File: src/signed_network_rule_update_core_assert.svh
`ifndef SIGNED_NETWORK_RULE_UPDATE_CORE_ASSERT_SVH
`define SIGNED_NETWORK_RULE_UPDATE_CORE_ASSERT_SVH

// checked outside reset
`define SNRU_CHK(lbl, prop, msg) \
  lbl: assert property (@(posedge clk) disable iff (rst) prop) else $error(msg);

// checked at every edge, reset included
`define SNRU_CHK_ALWAYS(lbl, prop, msg) \
  lbl: assert property (@(posedge clk) prop) else $error(msg);

`endif

File: src/snru_pkg.sv
package snru_pkg;

  localparam int NODES   = 16;
  localparam int NODE_W  = $clog2(NODES);
  localparam int FIELD_W = 4;
  localparam int RULE_W  = 2;

  localparam logic [RULE_W-1:0] RULE_L4 = 2'd0;
  localparam logic [RULE_W-1:0] RULE_L6 = 2'd1;
  localparam logic [RULE_W-1:0] RULE_L7 = 2'd2;
  localparam logic [RULE_W-1:0] RULE_L8 = 2'd3;

  localparam logic CMD_WRITE = 1'b0;
  localparam logic CMD_STEP  = 1'b1;

  typedef logic [FIELD_W-1:0] node_field_t;
  typedef logic [NODE_W-1:0]  node_t;
  typedef logic [NODES-1:0]   row_t;
  typedef logic [RULE_W-1:0]  rule_t;

  typedef struct packed {
    logic        cmd;
    node_field_t origin_node;
    node_field_t dest_node;
    node_field_t third_node;
    logic        link_sign;
  } item_t;

  typedef struct packed {
    logic new_sign;
    logic absorbing;
  } result_t;

  function automatic node_t node_index(input node_field_t v);
    return node_t'(v % NODES);
  endfunction

endpackage

File: src/snru_ram.sv
module snru_ram #(
  parameter int WIDTH = 16,
  parameter int DEPTH = 16
) (
  input  logic                     clk,
  input  logic                     we,
  input  logic [$clog2(DEPTH)-1:0] waddr,
  input  logic [WIDTH-1:0]         wdata,
  input  logic [$clog2(DEPTH)-1:0] raddr_a,
  input  logic [$clog2(DEPTH)-1:0] raddr_b,
  output logic [WIDTH-1:0]         rdata_a,
  output logic [WIDTH-1:0]         rdata_b
);

  logic [WIDTH-1:0] mem [DEPTH];

  always_ff @(posedge clk) begin
    if (we) begin
      mem[waddr] <= wdata;
    end
    rdata_a <= mem[raddr_a];
    rdata_b <= mem[raddr_b];
  end

endmodule

File: src/snru_rule_unit.sv
module snru_rule_unit (
  input  snru_pkg::rule_t rule_select,
  input  logic            od,
  input  logic            dr,
  input  logic            orr,
  output logic            next_bit
);

  logic prod;

  always_comb begin
    prod = ~(orr ^ dr);
    unique case (rule_select)
      snru_pkg::RULE_L4: next_bit = (od && dr && !orr) ? 1'b1 : prod;
      snru_pkg::RULE_L6: next_bit = prod;
      snru_pkg::RULE_L7: next_bit = dr ? (od ? 1'b1 : orr) : (od ? ~orr : 1'b0);
      snru_pkg::RULE_L8: next_bit = dr ? orr : (od ? ~orr : 1'b0);
      default:           next_bit = prod;
    endcase
  end

endmodule

File: src/signed_network_rule_update_core.sv
// Signed link matrix of NODES x NODES one-bit links (1 is +1, 0 is -1), held as one row per
// node in a two-read-port RAM. A write beat stores one link and returns it with absorbing 0
// after the LOAD and APPLY states. A step beat rewrites link o-d by the rule chosen in
// cfg_data (0 L4, 1 L6, 2 L7, 3 L8), then checks every (o, d, r) triple with a single rule
// evaluator, one triple per cycle in SCAN with a row fetch in CWAIT before each (o, d) pair,
// ending early at the first triple whose rule would change its link. Every link must be
// written before the first step beat. The input stalls until the item is done; a finished
// result sits in the output register until taken.
`include "signed_network_rule_update_core_assert.svh"

module signed_network_rule_update_core (
  input  logic                    clk,
  input  logic                    rst,
  input  logic                    item_valid,
  output logic                    item_stall,
  input  snru_pkg::item_t         item,
  output logic                    result_valid,
  input  logic                    result_stall,
  output snru_pkg::result_t       result,
  input  logic                    cfg_we,
  input  snru_pkg::rule_t         cfg_data
);

  localparam logic [2:0] ST_IDLE  = 3'd0;
  localparam logic [2:0] ST_LOAD  = 3'd1;
  localparam logic [2:0] ST_APPLY = 3'd2;
  localparam logic [2:0] ST_CWAIT = 3'd3;
  localparam logic [2:0] ST_SCAN  = 3'd4;
  localparam logic [2:0] ST_HOLD  = 3'd5;

  localparam snru_pkg::node_t LAST = snru_pkg::node_t'(snru_pkg::NODES - 1);

  logic [2:0]      state;
  snru_pkg::item_t item_r;
  snru_pkg::rule_t rule_select;
  snru_pkg::node_t o_cnt;
  snru_pkg::node_t d_cnt;
  snru_pkg::node_t r_cnt;
  logic            new_sign_r;
  logic            abs_flag;

  logic            scanning;
  snru_pkg::node_t addr_a;
  snru_pkg::node_t addr_b;
  snru_pkg::node_t rule_d;
  snru_pkg::node_t rule_r;
  snru_pkg::row_t  row_a;
  snru_pkg::row_t  row_b;
  snru_pkg::row_t  row_wdata;
  logic            ram_we;
  logic            od_bit;
  logic            rule_bit;
  logic            apply_bit;
  logic            mismatch;
  logic            last_triple;
  logic            finish;
  logic            finish_abs;
  logic            finish_sign;
  logic            out_free;
  logic            apply_step;
  logic            write_out;
  logic            scan_start;
  logic            result_src;
  logic            idle_clear;

  always_comb begin
    scanning  = (state == ST_CWAIT) || (state == ST_SCAN);
    addr_a    = scanning ? o_cnt : snru_pkg::node_index(item_r.origin_node);
    addr_b    = scanning ? d_cnt : snru_pkg::node_index(item_r.dest_node);
    rule_d    = scanning ? d_cnt : snru_pkg::node_index(item_r.dest_node);
    rule_r    = scanning ? r_cnt : snru_pkg::node_index(item_r.third_node);
    od_bit    = row_a[rule_d];
    apply_bit = (item_r.cmd == snru_pkg::CMD_STEP) ? rule_bit : item_r.link_sign;
    row_wdata = row_a;
    row_wdata[rule_d] = apply_bit;
    ram_we    = (state == ST_APPLY);
    mismatch  = (state == ST_SCAN) && (rule_bit != od_bit);
    last_triple = (o_cnt == LAST) && (d_cnt == LAST) && (r_cnt == LAST);
    out_free  = !result_valid || !result_stall;

    apply_step = (state == ST_APPLY) && (item_r.cmd == snru_pkg::CMD_STEP);
    write_out  = (state == ST_APPLY) && (item_r.cmd == snru_pkg::CMD_WRITE) && out_free;
    scan_start = (state == ST_CWAIT) && (o_cnt == '0) && (d_cnt == '0);
    result_src = (state == ST_APPLY) || (state == ST_SCAN) || (state == ST_HOLD);
    idle_clear = (state == ST_IDLE) && !result_valid;

    finish      = 1'b0;
    finish_abs  = 1'b0;
    finish_sign = new_sign_r;
    unique case (state)
      ST_APPLY: begin
        finish      = (item_r.cmd == snru_pkg::CMD_WRITE);
        finish_sign = apply_bit;
      end
      ST_SCAN: begin
        finish     = mismatch || last_triple;
        finish_abs = !mismatch;
      end
      ST_HOLD: begin
        finish     = 1'b1;
        finish_abs = abs_flag;
      end
      default: begin
        finish = 1'b0;
      end
    endcase
  end

  assign item_stall = (state != ST_IDLE);

  snru_ram #(
    .WIDTH (snru_pkg::NODES),
    .DEPTH (snru_pkg::NODES)
  ) u_rows (
    .clk     (clk),
    .we      (ram_we),
    .waddr   (snru_pkg::node_index(item_r.origin_node)),
    .wdata   (row_wdata),
    .raddr_a (addr_a),
    .raddr_b (addr_b),
    .rdata_a (row_a),
    .rdata_b (row_b)
  );

  snru_rule_unit u_rule (
    .rule_select (rule_select),
    .od          (od_bit),
    .dr          (row_b[rule_r]),
    .orr         (row_a[rule_r]),
    .next_bit    (rule_bit)
  );

  always_ff @(posedge clk) begin
    if (rst) begin
      state        <= ST_IDLE;
      result_valid <= 1'b0;
      rule_select  <= snru_pkg::RULE_L4;
    end else begin
      if (cfg_we) begin
        rule_select <= cfg_data;
      end
      if (finish && out_free) begin
        result_valid <= 1'b1;
      end else if (result_valid && !result_stall) begin
        result_valid <= 1'b0;
      end
      unique case (state)
        ST_IDLE: begin
          if (item_valid) begin
            item_r <= item;
            state  <= ST_LOAD;
          end
        end
        ST_LOAD: begin
          state <= ST_APPLY;
        end
        ST_APPLY: begin
          new_sign_r <= apply_bit;
          o_cnt      <= '0;
          d_cnt      <= '0;
          if (!finish) begin
            state <= ST_CWAIT;
          end
        end
        ST_CWAIT: begin
          r_cnt <= '0;
          state <= ST_SCAN;
        end
        ST_SCAN: begin
          r_cnt <= r_cnt + 1'b1;
          if (r_cnt == LAST) begin
            if (d_cnt == LAST) begin
              d_cnt <= '0;
              o_cnt <= o_cnt + 1'b1;
            end else begin
              d_cnt <= d_cnt + 1'b1;
            end
            if (!finish) begin
              state <= ST_CWAIT;
            end
          end
        end
        ST_HOLD: begin
        end
        default: begin
          state <= ST_IDLE;
        end
      endcase
      if (finish) begin
        if (out_free) begin
          result.new_sign  <= finish_sign;
          result.absorbing <= finish_abs;
          state            <= ST_IDLE;
        end else begin
          abs_flag <= finish_abs;
          state    <= ST_HOLD;
        end
      end
    end
  end

  `SNRU_CHK(a_step_starts_scan, apply_step |=> scan_start, "check did not start")
  `SNRU_CHK(a_write_not_absorbing, write_out |=> (result_valid && !result.absorbing), "write")
  `SNRU_CHK(a_result_source, $rose(result_valid) |-> $past(result_src), "result from wrong state")
  `SNRU_CHK_ALWAYS(a_reset_idle, $past(rst) |-> idle_clear, "reset left the block busy")

endmodule

File: config.mk
export PLATFORM = sky130hd
export DESIGN_NAME = signed_network_rule_update_core
export DESIGN_NICKNAME = d
export VERILOG_FILES = /design/src/snru_pkg.sv /design/src/snru_ram.sv /design/src/snru_rule_unit.sv /design/src/signed_network_rule_update_core.sv
export VERILOG_INCLUDE_DIRS = /design/src /design/src/src
export SDC_FILE = /design/constraint.sdc
export NUM_CORES = 1
export LEC_CHECK = 0
export BUFFER_PORTS_ARGS = -buffer_cell sky130_fd_sc_hd__buf_4
export CORE_MARGIN = 2
export CORE_UTILIZATION = 65
export CTS_BUF_LIST = sky130_fd_sc_hd__clkbuf_8
export DETAILED_ROUTE_END_ITERATION = 6
export GPL_ROUTABILITY_DRIVEN = 0
export PLACE_DENSITY_LB_ADDON = 0.3
export SETUP_SLACK_MARGIN = 0.02
export SLEW_MARGIN = 20
export SYNTH_ARGS = -nofsm -noshare
export SYNTH_HDL_FRONTEND = slang
export SYNTH_HIERARCHICAL = 1
export SYNTH_SLANG_ARGS = --single-unit
export TNS_END_PERCENT = 1
File: constraint.sdc
create_clock -name clk -period 8.3 [get_ports clk]
set_input_delay 0.415 -clock clk [delete_from_list [all_inputs] [get_ports clk]]
set_output_delay 0.415 -clock clk [all_outputs]
set_load 0.01 [all_outputs]
# Word-level counts from Yosys, hierarchy flattened
# Memories as Yosys holds them, arrays and structs flattened. A register that Yosys moved wholly into a read port is not among the register bits.
# Index checks and enable logic that the tools add are counted.
# W data, S select, Z words.
# op_classes
mul	0
muxes	38
div	0
addsub	3
reduce_logical	28
eq_ne	17
shift	0
n_bitwise	6
n_lt_le_gt_ge	3
# ops
operator	n
$mux W4	7
$pmux W4 S2	3
$pmux W3 S6	1
$bwmux W16	1
$mux W1	15
$reduce_and A3 Y1	5
$add A4 B1 Y4 const B	3
$bmux W1 S4	3
$eq A4 B4 Y1 const B	3
$mux W3	4
$lt A4 B5 Y1 const B	2
$logic_and A1 B1 Y1	8
$eq A3 B2 Y1 const B	2
$eq A3 B3 Y1 const B	2
$reduce_bool A2 Y1	3
$not A1 Y1	5
$demux W1 S4	1
$eq A2 B2 Y1 const B	2
$ge A4 B1 Y1 const B	1
$logic_not A1 Y1	4
$ne A2 B1 Y1 const B	2
$pmux W1 S4	1
$reduce_and A4 Y1	1
$eq A3 B1 Y1 const B	1
other kinds (13)	15
# word_totals
mem_bits_ro	0
reg_bits	36
memories	1
ram_bits	256
latch_bits	0
# mem_list
memory	words	word_bits	read_ports	rd_ports_with_merged_regs	wr	line	text
u_rows.mem	16	16	2	2	1	snru_ram.sv:15	logic [WIDTH-1:0] mem [DEPTH];

# Depth between registers and ports, before layout
# depth
depth_word	15
mapped_depth	17

# Cells and area by module
# The synthesis kept the hierarchy.
# by_module_without_submodules
module	cells_per_inst	instances	area_each_um2
snru_ram	585	1	12360.6
signed_network_rule_update_core	254	1	2568.7
snru_rule_unit	4	1	27.5

# Worst setup path after synthesis
# No wires, ideal clock.
# synth_timing
path_kind	register to register
from	reg state[1]
to	mem u_rows.mem[0][6] (data pin)
stages_incl_launch_ff	16
setup_time_ns	0.385
slack_ns	4.199
arrival_time_ns	3.715
period_less_slack_ns	4.101
cell_sequence	dfxtp_1 buf_2 buf_4 nor2_2 nand2_2 nand2_2 mux2i_2 mux4_2 nor2b_1 a211oi_1 a21oi_1 mux2_2 mux2_2 clkbuf_1 nand2_1 o21ai_0
# synth_via
elab_chain_cells	11
elab_cells_between_ends	30
cone_classes	order compare (2); eq/ne (2); mux (18); bitwise (3); reduce/logical (5)
# synth_lines
element	line	text
from (decl)	signed_network_rule_update_core.sv:33	logic [2:0] state;
from (signal assigned)	signed_network_rule_update_core.sv:135	state <= ST_IDLE;
from (signal assigned)	signed_network_rule_update_core.sv:151	state <= ST_LOAD;
from (signal assigned)	signed_network_rule_update_core.sv:155	state <= ST_APPLY;
$eq A3 B2 Y1 or $eq A3 B3 Y1 (tied branches)	signed_network_rule_update_core.sv:67	scanning = (state == ST_CWAIT) || (state == ST_SCAN);
$logic_or A1 B1 Y1 *	signed_network_rule_update_core.sv:67	
$mux W4 (on tied branches)	signed_network_rule_update_core.sv:71, signed_network_rule_update_core.sv:70	
$bmux W1 S4 (on tied branches)	signed_network_rule_update_core.sv:129, signed_network_rule_update_core.sv:72, signed_network_rule_update_core.sv:128	
$mux W1 (on tied branches)	signed_network_rule_update_core.sv:129, signed_network_rule_update_core.sv:72, signed_network_rule_update_core.sv:128	
$not A1 Y1, or another cell as far along	snru_rule_unit.sv:16, snru_rule_unit.sv:17	
$mux W1, or another cell as far along	snru_rule_unit.sv:16, snru_rule_unit.sv:17	
$mux W1 (on tied branches)	snru_rule_unit.sv:17, snru_rule_unit.sv:14, snru_rule_unit.sv:16	
$pmux W1 S4 *	snru_rule_unit.sv:13	unique case (rule_select)
via rule_bit	signed_network_rule_update_core.sv:52	logic rule_bit;
$mux W1 *	signed_network_rule_update_core.sv:73	apply_bit = (item_r.cmd == snru_pkg::CMD_STEP) ? rule_bit : item_r.link_sign;
$bwmux W16 *	signed_network_rule_update_core.sv:75	row_wdata[rule_d] = apply_bit;
via row_wdata[6]	signed_network_rule_update_core.sv:49	snru_pkg::row_t row_wdata;
to (decl)	snru_ram.sv:15	
# Mark *: on every way through the listed nets, which the timed path passes. The rest lies on a longest branch. The select of a mux whose other input is x is not followed.

# Worst setup path after layout
# layout_timing
from	reg state[0]
to	mem u_rows.mem[12][15] (data pin)
# layout_via
elab_chain_cells	11
elab_cells_between_ends	30
cone_classes	order compare (2); eq/ne (2); mux (18); bitwise (3); reduce/logical (5)
# layout_lines
element	line	text
$eq A3 B2 Y1 or $eq A3 B3 Y1 (tied branches)	signed_network_rule_update_core.sv:67	
$logic_or A1 B1 Y1 *	signed_network_rule_update_core.sv:67	
$mux W4 *	-	
via addr_b[1]	signed_network_rule_update_core.sv:44	snru_pkg::node_t addr_b;
$bmux W1 S4 *	signed_network_rule_update_core.sv:72	od_bit = row_a[rule_d];
$mux W1 (not written as such) *	signed_network_rule_update_core.sv:72	
via od_bit	signed_network_rule_update_core.sv:51	logic od_bit;
$logic_and A1 B1 Y1 (2 in a row)	snru_rule_unit.sv:14	snru_pkg::RULE_L4: next_bit = (od && dr && !orr) ? 1'b1 : prod;
$mux W1	snru_rule_unit.sv:14	
$pmux W1 S4 *	snru_rule_unit.sv:13	
via rule_bit	signed_network_rule_update_core.sv:52	
$mux W1 *	signed_network_rule_update_core.sv:73	
$bwmux W16 *	signed_network_rule_update_core.sv:75	
via row_wdata[15]	signed_network_rule_update_core.sv:49	
# Marks and branches as above.

==> metrics.yaml <==
worst_setup_path:
  crit_path_cell_trace: "nand3b_1 > a32oi_1 > and2_1 > clkinv_4 > a21oi_2 > a221oi_2 > a211oi_2 > a21oi_2 > nor2b_1 > o22ai_1 > mux2_2 > mux2_2 > mux2_2"
  crit_slowest_cell: "dfxtp_1"
  critical_path.endpoint_type: "register"
  max_stage_delay_ns: 0.69
  start_kind: "register"
  required_ns: 8.58
  path_max_fanout: 72
  cp.arrival_ns: 5.32
  crit_top_cell: "mux2_2"
  crit_type: "reg -> reg"
global_route:
  antenna_found_initial: 0
  grt_max_degree: 73
  grt.total_usage_pct: 32.3
  grt_pass1_wl_um: 55800
  grt_pass1_vias: 9016
  overflow: 0
placed_design:
  pre_cts_ws_ns: 2.99
  port_buffers: 24
  dp.cells: 1124
  hpwl_um: 22100
synth:
  ys_ff_latch: 324
  synth_top_area_share_pct: 57.4
  syn-cell-area_mm2: 0.0150
  synth_edf_count: 286
  async_reset_ff_share_pct: 0
  syn_inst: 843
  yosysWarnings: 6
  ys_types: 61
  syn_avg_cell_area_um2: 17.7
  ys.flop_type: "edfxtp_1"
  synth_area_leaders: "edfxtp_1 57%, mux4_2 17%, dfxtp_1 5.1%"
  synth_seq_area_share_pct: 62.5
  synth_fp_nets: 867
  synth_area_leader_cell: "edfxtp_1"
cts:
  cts.path.max_buffers: 3
  tritoncts: "done"
  cts-root-buf: "clkbuf_8"
  clk_pin_slew_worst_paths_ns: 0.06
  htree_num_levels: 2
  holdBufCountCts: 0
  cts_buffers: 51
  post_cts_resized: 0
  clock_sinks: 324
  clkLatencyLatePin_ns: 0.60
  cts_setup_buffers: 0
detailed_routing:
  dr.pass1.iters: 6
  wl_um: 37800
  viasPerCell: 7.27
  first_iter_violations: 1225
  wl_per_cell_um: 30.9
  vias: 8873
  antenna_left: 0
  drc_errors: 0
final_layout:
  post-route-util_pct: 72.7
  nets: 917
  areaGrowthSynthToFinish_pct: 10.1
  drive_above_1_share_pct: 31.3
  num_antenna_cells: 0
  stdcell_count: 1221
sta:
  tightest_slew_ns: 1.23
  fmax_mhz: 198
  setup_ws_ns: 3.26
  skew_ns: 0.0300
  setup_viol: 0
  fin_setup_tns_ns: 0
  rsz0062_at_grt: "false"
  hold_viol: 0
  fin_crit_ns: 5.04
  period_share_pct: 60.7
  slew_headroom_pct: 17.7
  slew_violations: 0
floorplanning:
  die_width_um: 156
  rows: 55
  coreArea_mm2: 0.0226
  ios: 25
  die_y_um: 156
  die_area_mm2: 0.0242
  start_util_pct: 66.1
pwr:
  finalPower_mw: 3.79
  power_density_mw_per_mm2: 230
  vdd.ir_drop.worst_mv: 0.157
  leakage_nw: 5.55
run:
  maxCapViolations: 0
status:
  status: "finished clean"
worst_hold_path:
  hp-class: "in -> reg"
==> report_power, final <==
part	total, mW	switching (mW)	internal (mW)
sequential	1.93	0.0455	1.88
clock	1.36	0.622	0.739
combinational	0.500	0.295	0.205
total	3.79	0.962	2.82
==> cells in the final DEF, fill, tap and decap left out, types with 4 or more instances in the layout <==
cell type,count
nor2_1,37
nand2_1,67
and2_1,6
dfxtp_1,38
clkbuf_8,65
edfxtp_1,286
buf_4,49
clkinv_2,6
inv_1,26
mux4_1,24
nor3_2,4
nand2b_1,4
mux2i_1,9
nand3_1,7
mux2_2,21
nand3b_1,4
nand4_1,5
a22oi_1,65
nor2b_1,8
nor2_2,13
a21oi_1,10
a211oi_1,4
mux4_2,110
clkinv_1,5
==> cell type report <==
cell class	instances	area (µm²)
Timing Repair Buffer	50	375
Multi-Input combinational cell	454	5260
Clock buffer	65	895
Clock inverter	31	171
Inverter	12	52.6
Sequential cell	324	9350
Fill cell	1370	6180
Tap cell	285	357
==> path summary, 6_finish.rpt <==
check	startpoint	endpoint	cells past startpoint	slack (ns)
hold reg to reg	result_valid	result_valid	2	0.54
setup / recovery	state[0]	u_rows/mem[12][15]	13	3.26
setup reg to reg	state[0]	u_rows/mem[12][15]	13	3.26
hold / removal	item[1]	item_r[1]	1	0.01
==> worst max-delay path: cells and delay by family (launching register included) <==
kind	cells	cell delay [ns]
muxes	3	1.26
AOI/OAI and AO/OA	6	1.20
DFF	1	0.69
and+or+nand+nor	3	0.94
buffers and inverters	1	0.63
==> synth_stat cells, types with 4 or more instances <==
library cell,number
edfxtp_1,286
mux4_2,110
nand2_1,67
a22oi_1,65
nor2_1,49
dfxtp_1,38
mux4_1,24
mux2_2,22
buf_2,14
clkbuf_1,12
buf_6,11
a21oi_1,10
inv_1,10
buf_4,9
mux2i_1,9
nor2b_1,8
and2_1,7
nand3_1,7
nand4_1,5
nor3_1,5
a211oi_1,4
nand2b_1,4
nand3b_1,4
o21ai_0,4
==> sequential cells by signal (all words and copies together), names as in the netlist <==
name / count
abs_flag: 1
d_cnt: 4
item_r: 14
new_sign_r: 1
o_cnt: 4
r_cnt: 4
result: 2
result_valid: 1
rule_select: 2
state: 3
u_rows/mem: 256
u_rows/rdata_a: 16
u_rows/rdata_b: 16
==> kinds of logic after synthesis <==
kind of cell / count (synthesis) / share of synthesized area [%]
and+or+nand+nor: 169 / 5.21
xor gates and xnor gates: 7 / 0.460
DFF: 324 / 62.5
AOI/OAI and AO/OA: 107 / 5.35
buffers and inverters: 65 / 2.75
adders and majority gates: 3 / 0.251
muxes: 168 / 23.5
==> through the flow <==
stage,hold WS [ns],instance area (µm²)
finish,0.0121,16500
global route,0.00208,16500
global placement,0.515,15400
floorplan,0.452,15000
detailed placement,0.522,15400
CTS,0.000402,16400
==> routing by layer <==
layer	share of wire, %	routed length, µm	global-route usage, %	vias to the layer above
li1	-	-	-	3631
met1	34	13000	43.9	4506
met2	48	18300	51.6	601
met3	13	4910	8.28	135
met4	4.2	1590	12.4	0
met5	0	0	0	-
No activity file was read; power rests on OpenSTA's default activity.
